==> src/hw/rtl/bcdclk_pkg.sv <==
// Shared types and constants for the BCD time-of-day clock.
package bcdclk_pkg;

  // Operation carried with each input word
  localparam logic OP_TICK = 1'b0;
  localparam logic OP_KEY  = 1'b1;

  // Key codes acted on when a scan is taken
  localparam logic [5:0] KEY_HOUR_UP   = 6'b100010;
  localparam logic [5:0] KEY_HOUR_DOWN = 6'b100001;
  localparam logic [5:0] KEY_MIN_UP    = 6'b010010;
  localparam logic [5:0] KEY_MIN_DOWN  = 6'b010001;
  localparam logic [5:0] KEY_SEC_UP    = 6'b000110;
  localparam logic [5:0] KEY_SEC_DOWN  = 6'b000101;
  localparam logic [5:0] KEY_SEC_CLEAR = 6'b001000;

  localparam logic [15:0] RESET_PRESCALE = 16'd996;
  localparam int          HIST_DEPTH     = 3;
  localparam int          SEG_W          = 42;

  // Six BCD digits, seconds units in the low bits
  typedef struct packed {
    logic [1:0] hour_tens;
    logic [3:0] hour_units;
    logic [2:0] min_tens;
    logic [3:0] min_units;
    logic [2:0] sec_tens;
    logic [3:0] sec_units;
  } time_t;

  localparam time_t RESET_TIME = '{hour_tens: 2'd2, hour_units: 4'd3,
                                   min_tens: 3'd5, min_units: 4'd9,
                                   sec_tens: 3'd5, sec_units: 4'd0};

  // Per-word status flags
  typedef struct packed {
    logic key_taken;
    logic second_elapsed;
  } flags_t;

endpackage

==> src/hw/rtl/bcdclk_step.sv <==
// Next-state logic of the clock: prescaler, key debounce, BCD stepping, segments.
module bcdclk_step (
  input  logic                             op,
  input  logic [5:0]                       key,
  input  bcdclk_pkg::time_t                time_cur,
  input  logic [15:0]                      count_cur,
  input  logic [5:0]                       hist_cur [bcdclk_pkg::HIST_DEPTH],
  input  logic [15:0]                      reload,
  output bcdclk_pkg::time_t                time_next,
  output logic [15:0]                      count_next,
  output logic [5:0]                       hist_next [bcdclk_pkg::HIST_DEPTH],
  output bcdclk_pkg::flags_t               flags,
  output logic [bcdclk_pkg::SEG_W-1:0]     segments
);
  import bcdclk_pkg::*;

  typedef enum logic [1:0] {LVL_SEC, LVL_MIN, LVL_HOUR} level_t;

  // Increment starting at the given digit pair, carrying upward
  function automatic time_t inc_from(time_t t, level_t lvl);
    time_t r;
    logic  c;
    r = t;
    c = (lvl == LVL_SEC);
    if (c) begin
      if (r.sec_units == 4'd9) begin
        r.sec_units = 4'd0;
      end else begin
        r.sec_units = r.sec_units + 4'd1;
        c = 1'b0;
      end
    end
    if (c) begin
      if (r.sec_tens == 3'd5) begin
        r.sec_tens = 3'd0;
      end else begin
        r.sec_tens = r.sec_tens + 3'd1;
        c = 1'b0;
      end
    end
    c = c || (lvl == LVL_MIN);
    if (c) begin
      if (r.min_units == 4'd9) begin
        r.min_units = 4'd0;
      end else begin
        r.min_units = r.min_units + 4'd1;
        c = 1'b0;
      end
    end
    if (c) begin
      if (r.min_tens == 3'd5) begin
        r.min_tens = 3'd0;
      end else begin
        r.min_tens = r.min_tens + 3'd1;
        c = 1'b0;
      end
    end
    c = c || (lvl == LVL_HOUR);
    if (c) begin
      if (r.hour_tens == 2'd2 && r.hour_units == 4'd3) begin
        r.hour_tens  = 2'd0;
        r.hour_units = 4'd0;
      end else if (r.hour_units == 4'd9) begin
        r.hour_units = 4'd0;
        r.hour_tens  = r.hour_tens + 2'd1;
      end else begin
        r.hour_units = r.hour_units + 4'd1;
      end
    end
    return r;
  endfunction

  // Seven-segment pattern, bit 0 = segment a
  function automatic logic [6:0] seg7(logic [3:0] d);
    logic [6:0] p;
    case (d)
      4'd0:    p = 7'h3F;
      4'd1:    p = 7'h06;
      4'd2:    p = 7'h5B;
      4'd3:    p = 7'h4F;
      4'd4:    p = 7'h66;
      4'd5:    p = 7'h6D;
      4'd6:    p = 7'h7D;
      4'd7:    p = 7'h07;
      4'd8:    p = 7'h7F;
      4'd9:    p = 7'h6F;
      default: p = 7'h00;
    endcase
    return p;
  endfunction

  logic key_ok;

  // A scan is taken when it matches the two before it and not the third
  assign key_ok = (key == hist_cur[0]) && (key == hist_cur[1]) && (key != hist_cur[2]);

  always_comb begin
    time_next  = time_cur;
    count_next = count_cur;
    hist_next  = hist_cur;
    flags      = '0;
    if (op == OP_TICK) begin
      // prescaler: reload and advance one second when found at zero
      if (count_cur != 16'd0) begin
        count_next = count_cur - 16'd1;
      end else begin
        count_next           = reload;
        flags.second_elapsed = 1'b1;
        time_next            = inc_from(time_cur, LVL_SEC);
      end
    end else begin
      hist_next[0] = key;
      hist_next[1] = hist_cur[0];
      hist_next[2] = hist_cur[1];
      if (key_ok) begin
        flags.key_taken = 1'b1;
        case (key)
          KEY_HOUR_UP: time_next = inc_from(time_cur, LVL_HOUR);
          KEY_MIN_UP:  time_next = inc_from(time_cur, LVL_MIN);
          KEY_SEC_UP:  time_next = inc_from(time_cur, LVL_SEC);
          KEY_HOUR_DOWN: begin
            if (time_cur.hour_units == 4'd0) begin
              if (time_cur.hour_tens == 2'd0) begin
                time_next.hour_units = 4'd3;
                time_next.hour_tens  = 2'd2;
              end else begin
                time_next.hour_units = 4'd9;
                time_next.hour_tens  = time_cur.hour_tens - 2'd1;
              end
            end else begin
              time_next.hour_units = time_cur.hour_units - 4'd1;
            end
          end
          KEY_MIN_DOWN: begin
            if (time_cur.min_units == 4'd0) begin
              time_next.min_units = 4'd9;
              time_next.min_tens  = (time_cur.min_tens == 3'd0) ? 3'd5
                                                                : time_cur.min_tens - 3'd1;
            end else begin
              time_next.min_units = time_cur.min_units - 4'd1;
            end
          end
          KEY_SEC_DOWN: begin
            if (time_cur.sec_units == 4'd0) begin
              time_next.sec_units = 4'd9;
              time_next.sec_tens  = (time_cur.sec_tens == 3'd0) ? 3'd5
                                                                : time_cur.sec_tens - 3'd1;
            end else begin
              time_next.sec_units = time_cur.sec_units - 4'd1;
            end
          end
          KEY_SEC_CLEAR: begin
            time_next.sec_units = 4'd0;
            time_next.sec_tens  = 3'd0;
          end
          default: time_next = time_cur;
        endcase
      end
    end
  end

  // Segment patterns of the new time, seconds units lowest
  assign segments = {seg7({2'b00, time_next.hour_tens}),
                     seg7(time_next.hour_units),
                     seg7({1'b0, time_next.min_tens}),
                     seg7(time_next.min_units),
                     seg7({1'b0, time_next.sec_tens}),
                     seg7(time_next.sec_units)};

endmodule

==> src/hw/rtl/bcd_clock_with_key_set.sv <==
// 24-hour BCD time-of-day clock with prescaled ticks and debounced key setting.
//
// Each input word is either a timer tick (s_tuser = 0) or a key scan (s_tuser = 1)
// and yields exactly one output word with the six time digits, their packed
// seven-segment patterns, and second_elapsed / key_taken flags. Words pass an
// input register and an output register in turn before a result is presented,
// and one word is accepted every cycle as long as the output side keeps up; the
// clock state is updated by one short pass of BCD carry logic between those
// registers. The prescaler reload is written over the cfg port (reset 996, one
// second every reload + 1 ticks) and takes effect at the next reload; write it
// only while no words are in flight. Time resets to 23:59:50.
module bcd_clock_with_key_set (
  input  logic        clk,
  input  logic        rst,
  input  logic        s_tvalid,
  output logic        s_tready,
  input  logic [7:0]  s_tdata,   // [5:0] key_code, [7:6] zero
  input  logic        s_tuser,   // [0] operation
  output logic        m_tvalid,
  input  logic        m_tready,
  output logic [63:0] m_tdata,   // sec_units, sec_tens, min_units, min_tens,
                                 // hour_units, hour_tens, segments [61:20], zero
  output logic [1:0]  m_tuser,   // [0] second_elapsed, [1] key_taken
  input  logic        cfg_valid,
  output logic        cfg_ready,
  input  logic [15:0] cfg_data   // prescaler_reload
);
  import bcdclk_pkg::*;

  logic        adv;
  logic        in_valid;
  logic        in_op;
  logic [5:0]  in_key;

  time_t       time_q, time_next;
  logic [15:0] count, count_next;
  logic [5:0]  hist      [HIST_DEPTH];
  logic [5:0]  hist_next [HIST_DEPTH];
  logic [15:0] reload;
  flags_t      flags;
  logic [SEG_W-1:0] segments;

  time_t       out_time;
  flags_t      out_flags;
  logic [SEG_W-1:0] out_segments;

  // Output stage frees up when empty or being taken
  assign adv       = !m_tvalid || m_tready;
  assign s_tready  = !in_valid || adv;
  assign cfg_ready = 1'b1;

  // Input register
  always_ff @(posedge clk) begin
    if (rst) begin
      in_valid <= 1'b0;
    end else if (s_tvalid && s_tready) begin
      in_valid <= 1'b1;
    end else if (adv) begin
      in_valid <= 1'b0;
    end
    if (s_tvalid && s_tready) begin
      in_op  <= s_tuser;
      in_key <= s_tdata[5:0];
    end
  end

  bcdclk_step u_step (
    .op        (in_op),
    .key       (in_key),
    .time_cur  (time_q),
    .count_cur (count),
    .hist_cur  (hist),
    .reload    (reload),
    .time_next (time_next),
    .count_next(count_next),
    .hist_next (hist_next),
    .flags     (flags),
    .segments  (segments)
  );

  // Clock state and reload register
  always_ff @(posedge clk) begin
    if (rst) begin
      time_q <= RESET_TIME;
      count  <= RESET_PRESCALE;
      reload <= RESET_PRESCALE;
      for (int i = 0; i < HIST_DEPTH; i++) begin
        hist[i] <= '0;
      end
    end else begin
      if (cfg_valid && cfg_ready) begin
        reload <= cfg_data;
      end
      if (in_valid && adv) begin
        time_q <= time_next;
        count  <= count_next;
        hist   <= hist_next;
      end
    end
  end

  // Output register
  always_ff @(posedge clk) begin
    if (rst) begin
      m_tvalid <= 1'b0;
    end else if (adv) begin
      m_tvalid <= in_valid;
    end
    if (in_valid && adv) begin
      out_time     <= time_next;
      out_flags    <= flags;
      out_segments <= segments;
    end
  end

  assign m_tdata = {2'b00, out_segments,
                    out_time.hour_tens, out_time.hour_units,
                    out_time.min_tens, out_time.min_units,
                    out_time.sec_tens, out_time.sec_units};
  assign m_tuser = {out_flags.key_taken, out_flags.second_elapsed};

endmodule
==> config.mk <==
export PLATFORM = sky130hd
export DESIGN_NAME = bcd_clock_with_key_set
export DESIGN_NICKNAME = d
export VERILOG_FILES = /design/src/hw/rtl/bcdclk_pkg.sv /design/src/hw/rtl/bcdclk_step.sv /design/src/hw/rtl/bcd_clock_with_key_set.sv
export SDC_FILE = /design/constraint.sdc
export NUM_CORES = 1
export LEC_CHECK = 0
export BUFFER_PORTS_ARGS = -buffer_cell sky130_fd_sc_hd__buf_4
export CAP_MARGIN = 10
export CORE_UTILIZATION = 47
export DETAILED_ROUTE_END_ITERATION = 8
export PLACE_DENSITY = 0.66
export SETUP_SLACK_MARGIN = 0.5
export SLEW_MARGIN = 25
export SYNTH_ARGS = -nofsm -noshare
export SYNTH_HDL_FRONTEND = slang
export SYNTH_HIERARCHICAL = 1
export SYNTH_SLANG_ARGS = --single-unit
==> constraint.sdc <==
create_clock -name clk -period 7.75 [get_ports clk]
set_input_delay 0.3875 -clock clk [delete_from_list [all_inputs] [get_ports clk]]
set_output_delay 0.3875 -clock clk [all_outputs]
set_load 0.05 [all_outputs]
==> summary.md, run 1 <==
| Metric | Value |
|---|---|
| Status | `complete, no violations` |
| Post-Synth Simple-Gate Area | `21.6%` |
| Critical path type | `flip-flop to flip-flop` |
| Critical Path RT | `7.89 ns` |
| Area contributors post-synth | `edfxtp_1, dfxtp_1, mux2i_1, nand2b_1, ha_1` |
| Die span in y | `143 um` |
| CTS Root Cell | `clkbuf_16` |
| Max Slew Vio Count | `0` |
| DR WL/cell | `14.5 um` |
| Port Buf Inserts | `93` |
| Placed inst area | `10000 um2` |
| Post-Syn Area per Cell | `9.30 um2` |
| Fin area | `10600 um2` |
| Critical-path maximum fanout | `10` |
| DIE AREA | `20600 um2` |
| Clock power share | `45.3%` |
| Internal | `0.00142 W` |
| Die width | `143 um` |
| Maximum VDD drop | `0.149 mV` |
| First-pass GRT wire length | `31800 um` |
| XOR/XNOR Fraction of Synth Area | `1.21%` |
| Worst hold path class | `input pin to flip-flop` |
| Yosys cell types | `85` |
| Post-Route WL | `19400 um` |
| Latest clock arrival within the worst-skew pair | `0.42 ns` |
| Total global routing overflow | `0` |
| Number of DRC markers in iteration 0 | `525` |
| CTS Buf Count | `17` |
| Slew headroom | `34.9%` |
| Cells after synthesis | `1010` |
| Most frequently used flop master after synthesis | `dfxtp_1` |
| Dpl cells | `1301` |
| Synth warn | `6` |
| Residual DRC | `0` |
| Upper clock frequency limit | `0.251 GHz` |
| Worst setup SP type | `flip-flop` |
| EDFF count, synth | `71` |
| Mapped Area | `9400 um2` |
| Largest net degree at the start of global routing | `127` |
| Worst-Margin Slew | `0.963 ns` |
| Fill cells | `1800` |
| Via count | `7343` |
| Gate power share | `9.7%` |
| Ant. Diodes | `0` |
| GP Congestion | `0.894` |
| Pwr Total | `0.00186 W` |
| CTS HTree Levels | `4` |
| # IOs | `99` |
| Setup bufs post-CTS | `0` |
| Final Cycle Share | `51.3%` |
| Antenna violations before repair | `0` |
| Setup TNS | `0 ns` |
| Post-synthesis adder-cell area fraction | `5.59%` |
| Via-to-Cell Ratio | `5.51` |
| Post-cts resize count | `0` |
| Reg clk slew, reported paths | `0.06 ns` |
| Max Root-Sink Buffers | `2` |
| Max-cap violations | `0` |
| Async SR Flop Fraction | `0%` |
| Post-synth top area share | `22.7%` |
| ANT nets after route | `0` |
| CTS tree | `built` |
| Mux share of post-synthesis cell area | `12.3%` |
| Top cells by count, synth | `nor2_1, nand2b_1, mux2i_1` |
| Net switching power of the design | `0.000435 W` |
| Clock sink count | `143` |
| Largest family of logic cells by synthesized area | `simple AND/OR/NAND/NOR gates` |
| Non-filler instance count after layout | `1333` |
| Core area | `19500 um2` |
| Layout cells sized above 1 | `16.4%` |
| Synth area leader | `edfxtp_1` |
| Final Critical Period | `3.98 ns` |
| Sequential area share after synthesis | `38.0%` |
| Clock Skews | `0.00883 ns` |
| Flop pwr share | `45.0%` |
| Pre-Repair DR Iteration Count | `6` |
| Switching share of total power | `23.5%` |
| Final Hold Violating Endpoints | `0` |
| Rows | `51` |
| # hold bufs at CTS | `0` |
| Vias in the first global route | `6620` |
| #FFs+latches synth | `143` |
| Leakage power | `4.05 nW` |
| Power Density | `174 nW/um2` |
| Final setup violation count | `0` |
| Worst setup EP type | `flip-flop` |
| Hold slack | `0.148 ns` |
| Final nets | `1127` |
| CP arrival | `4.12 ns` |
| Initial cell density of the core | `48.1%` |
| HPWL after DPL | `12700 um` |
| Complex-gate fraction of the synthesized area | `14.7%` |
| Area growth syn-to-layout | `13.3%` |
| Top-count cell post-synth | `nor2_1` |
| Total Routing Usage GR | `19.1%` |
| RSZ-0062 raised after global routing | `no` |
==> logic make-up (layout without fill, tap and decap cells) <==
logic type / Yosys count / count (layout)
simple gates: 369 / 369
xor+xnor: 13 / 13
compound gates: 208 / 208
flops: 143 / 143
mux: 112 / 112
buf+inv: 120 / 177
fa+ha+maj: 42 / 42
other cells: 3 / 4
==> flip-flops by register name, summed over array words and instances, names as in the netlist <==
signal / flops
count: 16
hist: 18
in_key: 6
in_op: 1
in_valid: 1
m_tdata: 20
m_tuser: 2
m_tvalid: 1
out_segments: 42
reload: 16
time_q: 20
==> layout by cell type (no fill, tap or decap), types with 6 or more instances in the layout <==
cell type  synthesis  layout
a22oi_1            8       8
dfxtp_1           72      72
nor4_1             6       6
nor2b_1           16      16
nand2_1           55      55
a211o_1            6       6
o22ai_1           15      15
nor2_1            92      92
inv_1             46      46
clkbuf_16          0      17
a21o_1             8       8
a211oi_1           7       7
a31oi_1            7       7
a21oi_1           50      50
edfxtp_1          71      71
nand3_1           21      21
nand2b_1          88      88
and3_1            11      11
mux2_2            24      24
a221oi_1           8       8
ha_1              42      42
o21ai_0           46      46
xor2_1             8       8
mux2i_1           85      85
nor3_1            23      23
buf_4              8      96
==> metrics by stage <==
| step | setup slack, ns | util [%] |
|---|---|---|
| final | 3.77 | 54.5 |
| after detailed placement | 3.91 | 51.4 |
| after CTS | 3.82 | 54.5 |
| after global routing | 3.40 | 54.5 |
| after floorplan | 4.61 | - |
| after global placement | 3.99 | 51.4 |
==> metal layers <==
metal  GRT usage [%]  share of wire, %  up-vias  routed length (um)
li1                -                 -     3705                   -
met1            25.3                48     3425                9270
met3            3.47               4.0       25                 775
met5               0                 0        -                   0
met2            31.6                47      188                9020
met4            5.99               1.5        0                 291
==> power by group through the flow <==
| stage | Sequential [W] | Clock [W] | Combinational, W |
|---|---|---|---|
| after floorplan | 0.000875 | 0 | 0.000120 |
| after global placement | 0.000851 | 0 | 0.000179 |
| after detailed placement | 0.000852 | 0 | 0.000181 |
| after CTS | 0.000836 | 0.000862 | 0.000181 |
| after global routing | 0.000839 | 0.000896 | 0.000196 |
| final | 0.000836 | 0.000840 | 0.000180 |
==> cell type report <==
cell class / count / area, um2 / share of cell area [%]
clock buffers: 19 / 433 / 4.07
clock inverters: 13 / 170 / 1.60
inverters: 48 / 183 / 1.72
repair buffers: 97 / 732 / 6.88
well taps: 265 / 332 / 3.12
flip-flops and latches: 143 / 3570 / 33.6
multi-input cells: 748 / 5220 / 49.1
==> worst paths after layout <==
check,slack (ns),depth (start not counted),from,endpoint
setup / recovery,3.77,11,time_q[0]$_SDFFE_PP0P_,out_segments[31]$_DFFE_PP_
hold / removal,0.15,1,s_tdata[1],in_key[1]$_DFFE_PP_
setup reg to reg,3.77,11,time_q[0]$_SDFFE_PP0P_,out_segments[31]$_DFFE_PP_
hold reg to reg,0.49,2,hist[4]$_SDFFE_PP0P_,hist[4]$_SDFFE_PP0P_
==> worst max-delay path, stage by stage, from the launching register on <==
cell and delay (ns):
dfxtp_1 0.50, ha_1 0.29, nand4b_1 0.40, nor4_4 0.64
mux2i_1 0.19, a221oi_1 0.30, o22ai_1 0.13, a21oi_1 0.48
inv_1 0.20, ha_1 0.35, mux2i_1 0.13, o21ai_0 0.08
Note: power is estimated with default switching activity, not from simulation.
==> run 2: changes to the inputs <==
==> constraint.sdc (replaced) <==
create_clock -name clk -period 4.1 [get_ports clk]
set_input_delay 0.205 -clock clk [delete_from_list [all_inputs] [get_ports clk]]
set_output_delay 0.205 -clock clk [all_outputs]
set_load 0.05 [all_outputs]
==> run 2 against run 1 <==
Setup slack lost 3.0 ns. Global-route usage grew 1.1 points. Non-clock buffer count grew 37. Fmax grew 18%. First-iteration DRC count grew 6.3%. Critical path type unchanged. Critical endpoint is now out_segments[19]$_DFFE_PP_. Largest power group is now sequential cells. Highest routed layer unchanged.
==> summary.md, run 2 (synthesis gave the netlist of run 1 again) <==
| Metric | Value |
|---|---|
| CTS Buf Count | `17 (unchanged)` |
| Leakage power | `4.22 nW (+4.1%)` |
| Internal | `0.00251 W (+77%)` |
| Biggest register | `out_segments` |
| CP Buf/Inv Count | `2 (+1)` |
| Final Critical Period | `3.37 ns (-0.607 ns)` |
| Max reg flops | `42 (unchanged)` |
| Switching share of total power | `25.0% (+1.5 points)` |
| Upper clock frequency limit | `0.297 GHz (+18%)` |
| Port Buf Inserts | `93 (unchanged)` |
| Post-Route WL | `20400 um (+5.4%)` |
| Critical path type | `flip-flop to flip-flop` |
| Largest net degree at the start of global routing | `127 (unchanged)` |
| Most common cell after layout, fill and taps aside | `buf_4` |
| Non-filler instance count after layout | `1370 (+2.8%)` |
| Rows | `51 (unchanged)` |
| Final setup violation count | `0 (unchanged)` |
| Via count | `7459 (+1.6%)` |
| Net switching power of the design | `0.000836 W (+92%)` |
| Area growth syn-to-layout | `16.6%` |
| Worst setup EP type | `flip-flop` |
| HPWL after DPL | `13400 um (+5.6%)` |
| Final nets | `1164 (+3.3%)` |
| Gate power share | `10.8% (+1.1 points)` |
| Initial cell density of the core | `48.1% (unchanged)` |
| Core area | `19500 um2 (unchanged)` |
| Die span in y | `143 um (unchanged)` |
| Critical Path Max Stage Delay | `0.39 ns (-0.25 ns)` |
| Max Root-Sink Buffers | `2 (unchanged)` |
| Residual DRC | `0 (unchanged)` |
| Status | `complete, no violations` |
| Max Slew Vio Count | `0 (unchanged)` |
| RSZ-0062 raised after global routing | `no` |
| Maximum VDD drop | `0.290 mV (+94%)` |
| CTS Root Cell | `clkbuf_16` |
| CTS HTree Levels | `4 (unchanged)` |
| Critical-path maximum fanout | `9 (-1)` |
| Critical Path RT | `4.38 ns (-3.51 ns)` |
| Final Hold Violating Endpoints | `0 (unchanged)` |
| Total Routing Usage GR | `20.2% (+1.1 points)` |
| DIE AREA | `20600 um2 (unchanged)` |
| CP arrival | `3.65 ns (-0.47 ns)` |
| Clock Skews | `0.00908 ns (+0.000246 ns)` |
| Final Cycle Share | `82.2% (+31 points)` |
| Crit path cell chain | `inv_1 > ha_1 > and4b_1 > nand3_1 > o21ai_0 > a21oi_1 > a31o_2 > a21oi_1 > inv_1 > ha_1 > mux2_1 > mux2i_1` |
| CTS tree | `built` |
| Clock sink count | `143 (unchanged)` |
| Die width | `143 um (unchanged)` |
| Latest clock arrival within the worst-skew pair | `0.43 ns (about the same)` |
| Cell family with most CP delay | `compound AO/OA/AOI/OAI gates` |
| Number of DRC markers in iteration 0 | `558 (+6.3%)` |
| Clock power share | `42.0% (-3.3 points)` |
| Dpl cells | `1317 (+1.2%)` |
| GP Congestion | `0.859 (-3.9%)` |
| Setup TNS | `0 ns (unchanged)` |
| Worst-Margin Slew | `0.974 ns (+0.0113 ns)` |
| Pre-Repair DR Iteration Count | `5 (-1)` |
| Slew headroom | `34.9% (about the same)` |
| Vias in the first global route | `6665 (+0.68%)` |
| Ant. Diodes | `0 (unchanged)` |
| Total global routing overflow | `0 (unchanged)` |
| # IOs | `99 (unchanged)` |
| Max-cap violations | `0 (unchanged)` |
| Worst setup SP type | `flip-flop` |
| Commonest cells after routing, fill and taps aside | `buf_4, nor2_1, nand2b_1` |
| First-pass GRT wire length | `33000 um (+3.9%)` |
| Antenna violations before repair | `0 (unchanged)` |
| Via-to-Cell Ratio | `5.44 (-1.2%)` |
| Slowest CP cell | `a21oi_1` |
| Worst hold path class | `input pin to flip-flop` |
| DR WL/cell | `14.9 um (+2.5%)` |
| Reg clk slew, reported paths | `0.06 ns (about the same)` |
| ANT nets after route | `0 (unchanged)` |
| Flop pwr share | `47.2% (+2.2 points)` |
| Power Density | `305 nW/um2 (+75%)` |
| Layout cells sized above 1 | `18.5% (+2.1 points)` |
==> run 2: path summary, 6_finish.rpt <==
check	start	endpoint	slack, ns	cells past startpoint
setup / recovery	time_q[1]$_SDFFE_PP0P_	out_segments[19]$_DFFE_PP_	0.73	12
hold / removal	cfg_data[0]	reload[0]$_SDFFE_PP0P_	0.02	3
hold reg to reg	hist[2]$_SDFFE_PP0P_	hist[2]$_SDFFE_PP0P_	0.50	2
setup reg to reg	time_q[1]$_SDFFE_PP0P_	out_segments[19]$_DFFE_PP_	0.73	12
==> run 2: what timing repair did <==
| action | in CTS | in global routing |
|---|---|---|
| setup buffers | 0 | 5 |
| hold endpoints to repair | 16 | 0 |
| setup endpoints to repair | 0 | 17 |
| hold buffers | 16 | 0 |
| gates resized for setup | 0 | 7 |
==> run 2: layout make-up <==
type / count / area [um2]
inverter: 48 / 183
tap: 265 / 332
multi-input combinational: 748 / 5260
sequential: 143 / 3570
clock buffer: 22 / 475
clock inverter: 10 / 61.3
fill: 1790 / 8570
timing repair buffer: 134 / 1070
==> run 2: power groups by stage <==
stage	Sequential [W]	Combinational, W	Clock, W
finish	0.00158	0.000361	0.00141
global route	0.00159	0.000390	0.00150
CTS	0.00158	0.000362	0.00144
detailed placement	0.00161	0.000349	0
global placement	0.00161	0.000346	0
floorplan	0.00165	0.000227	0
==> run 2: per-stage QoR <==
stage / setup slack, ns / instance area (um2) / hold WS (ns) / utilization (%) / total power (W)
after global placement: 0.651 / 10200 / 0.384 / 52.1 / 0.00195
after CTS: 0.554 / 10900 / 0.000963 / 55.7 / 0.00339
after floorplan: 0.962 / 9400 / 0.304 / - / 0.00188
after detailed placement: 0.582 / 10200 / 0.385 / 52.1 / 0.00196
final: 0.729 / 11000 / 0.0189 / 56.1 / 0.00335
after global routing: 0.502 / 11000 / 0.00363 / 56.1 / 0.00348
==> run 2: worst min-delay path: stages <==
cell     delay [ns]
buf_4          0.08
mux2i_1        0.05
nor2_1         0.07
==> run 2: routing by layer <==
metal	share of wire (%)	wire length, um	up-vias	GRT usage (%)
met2	48	9790	170	34.0
met5	0	0	-	0
met3	3.9	801	34	3.63
li1	-	-	3775	-
met1	46	9420	3480	25.6
met4	1.9	380	0	7.84
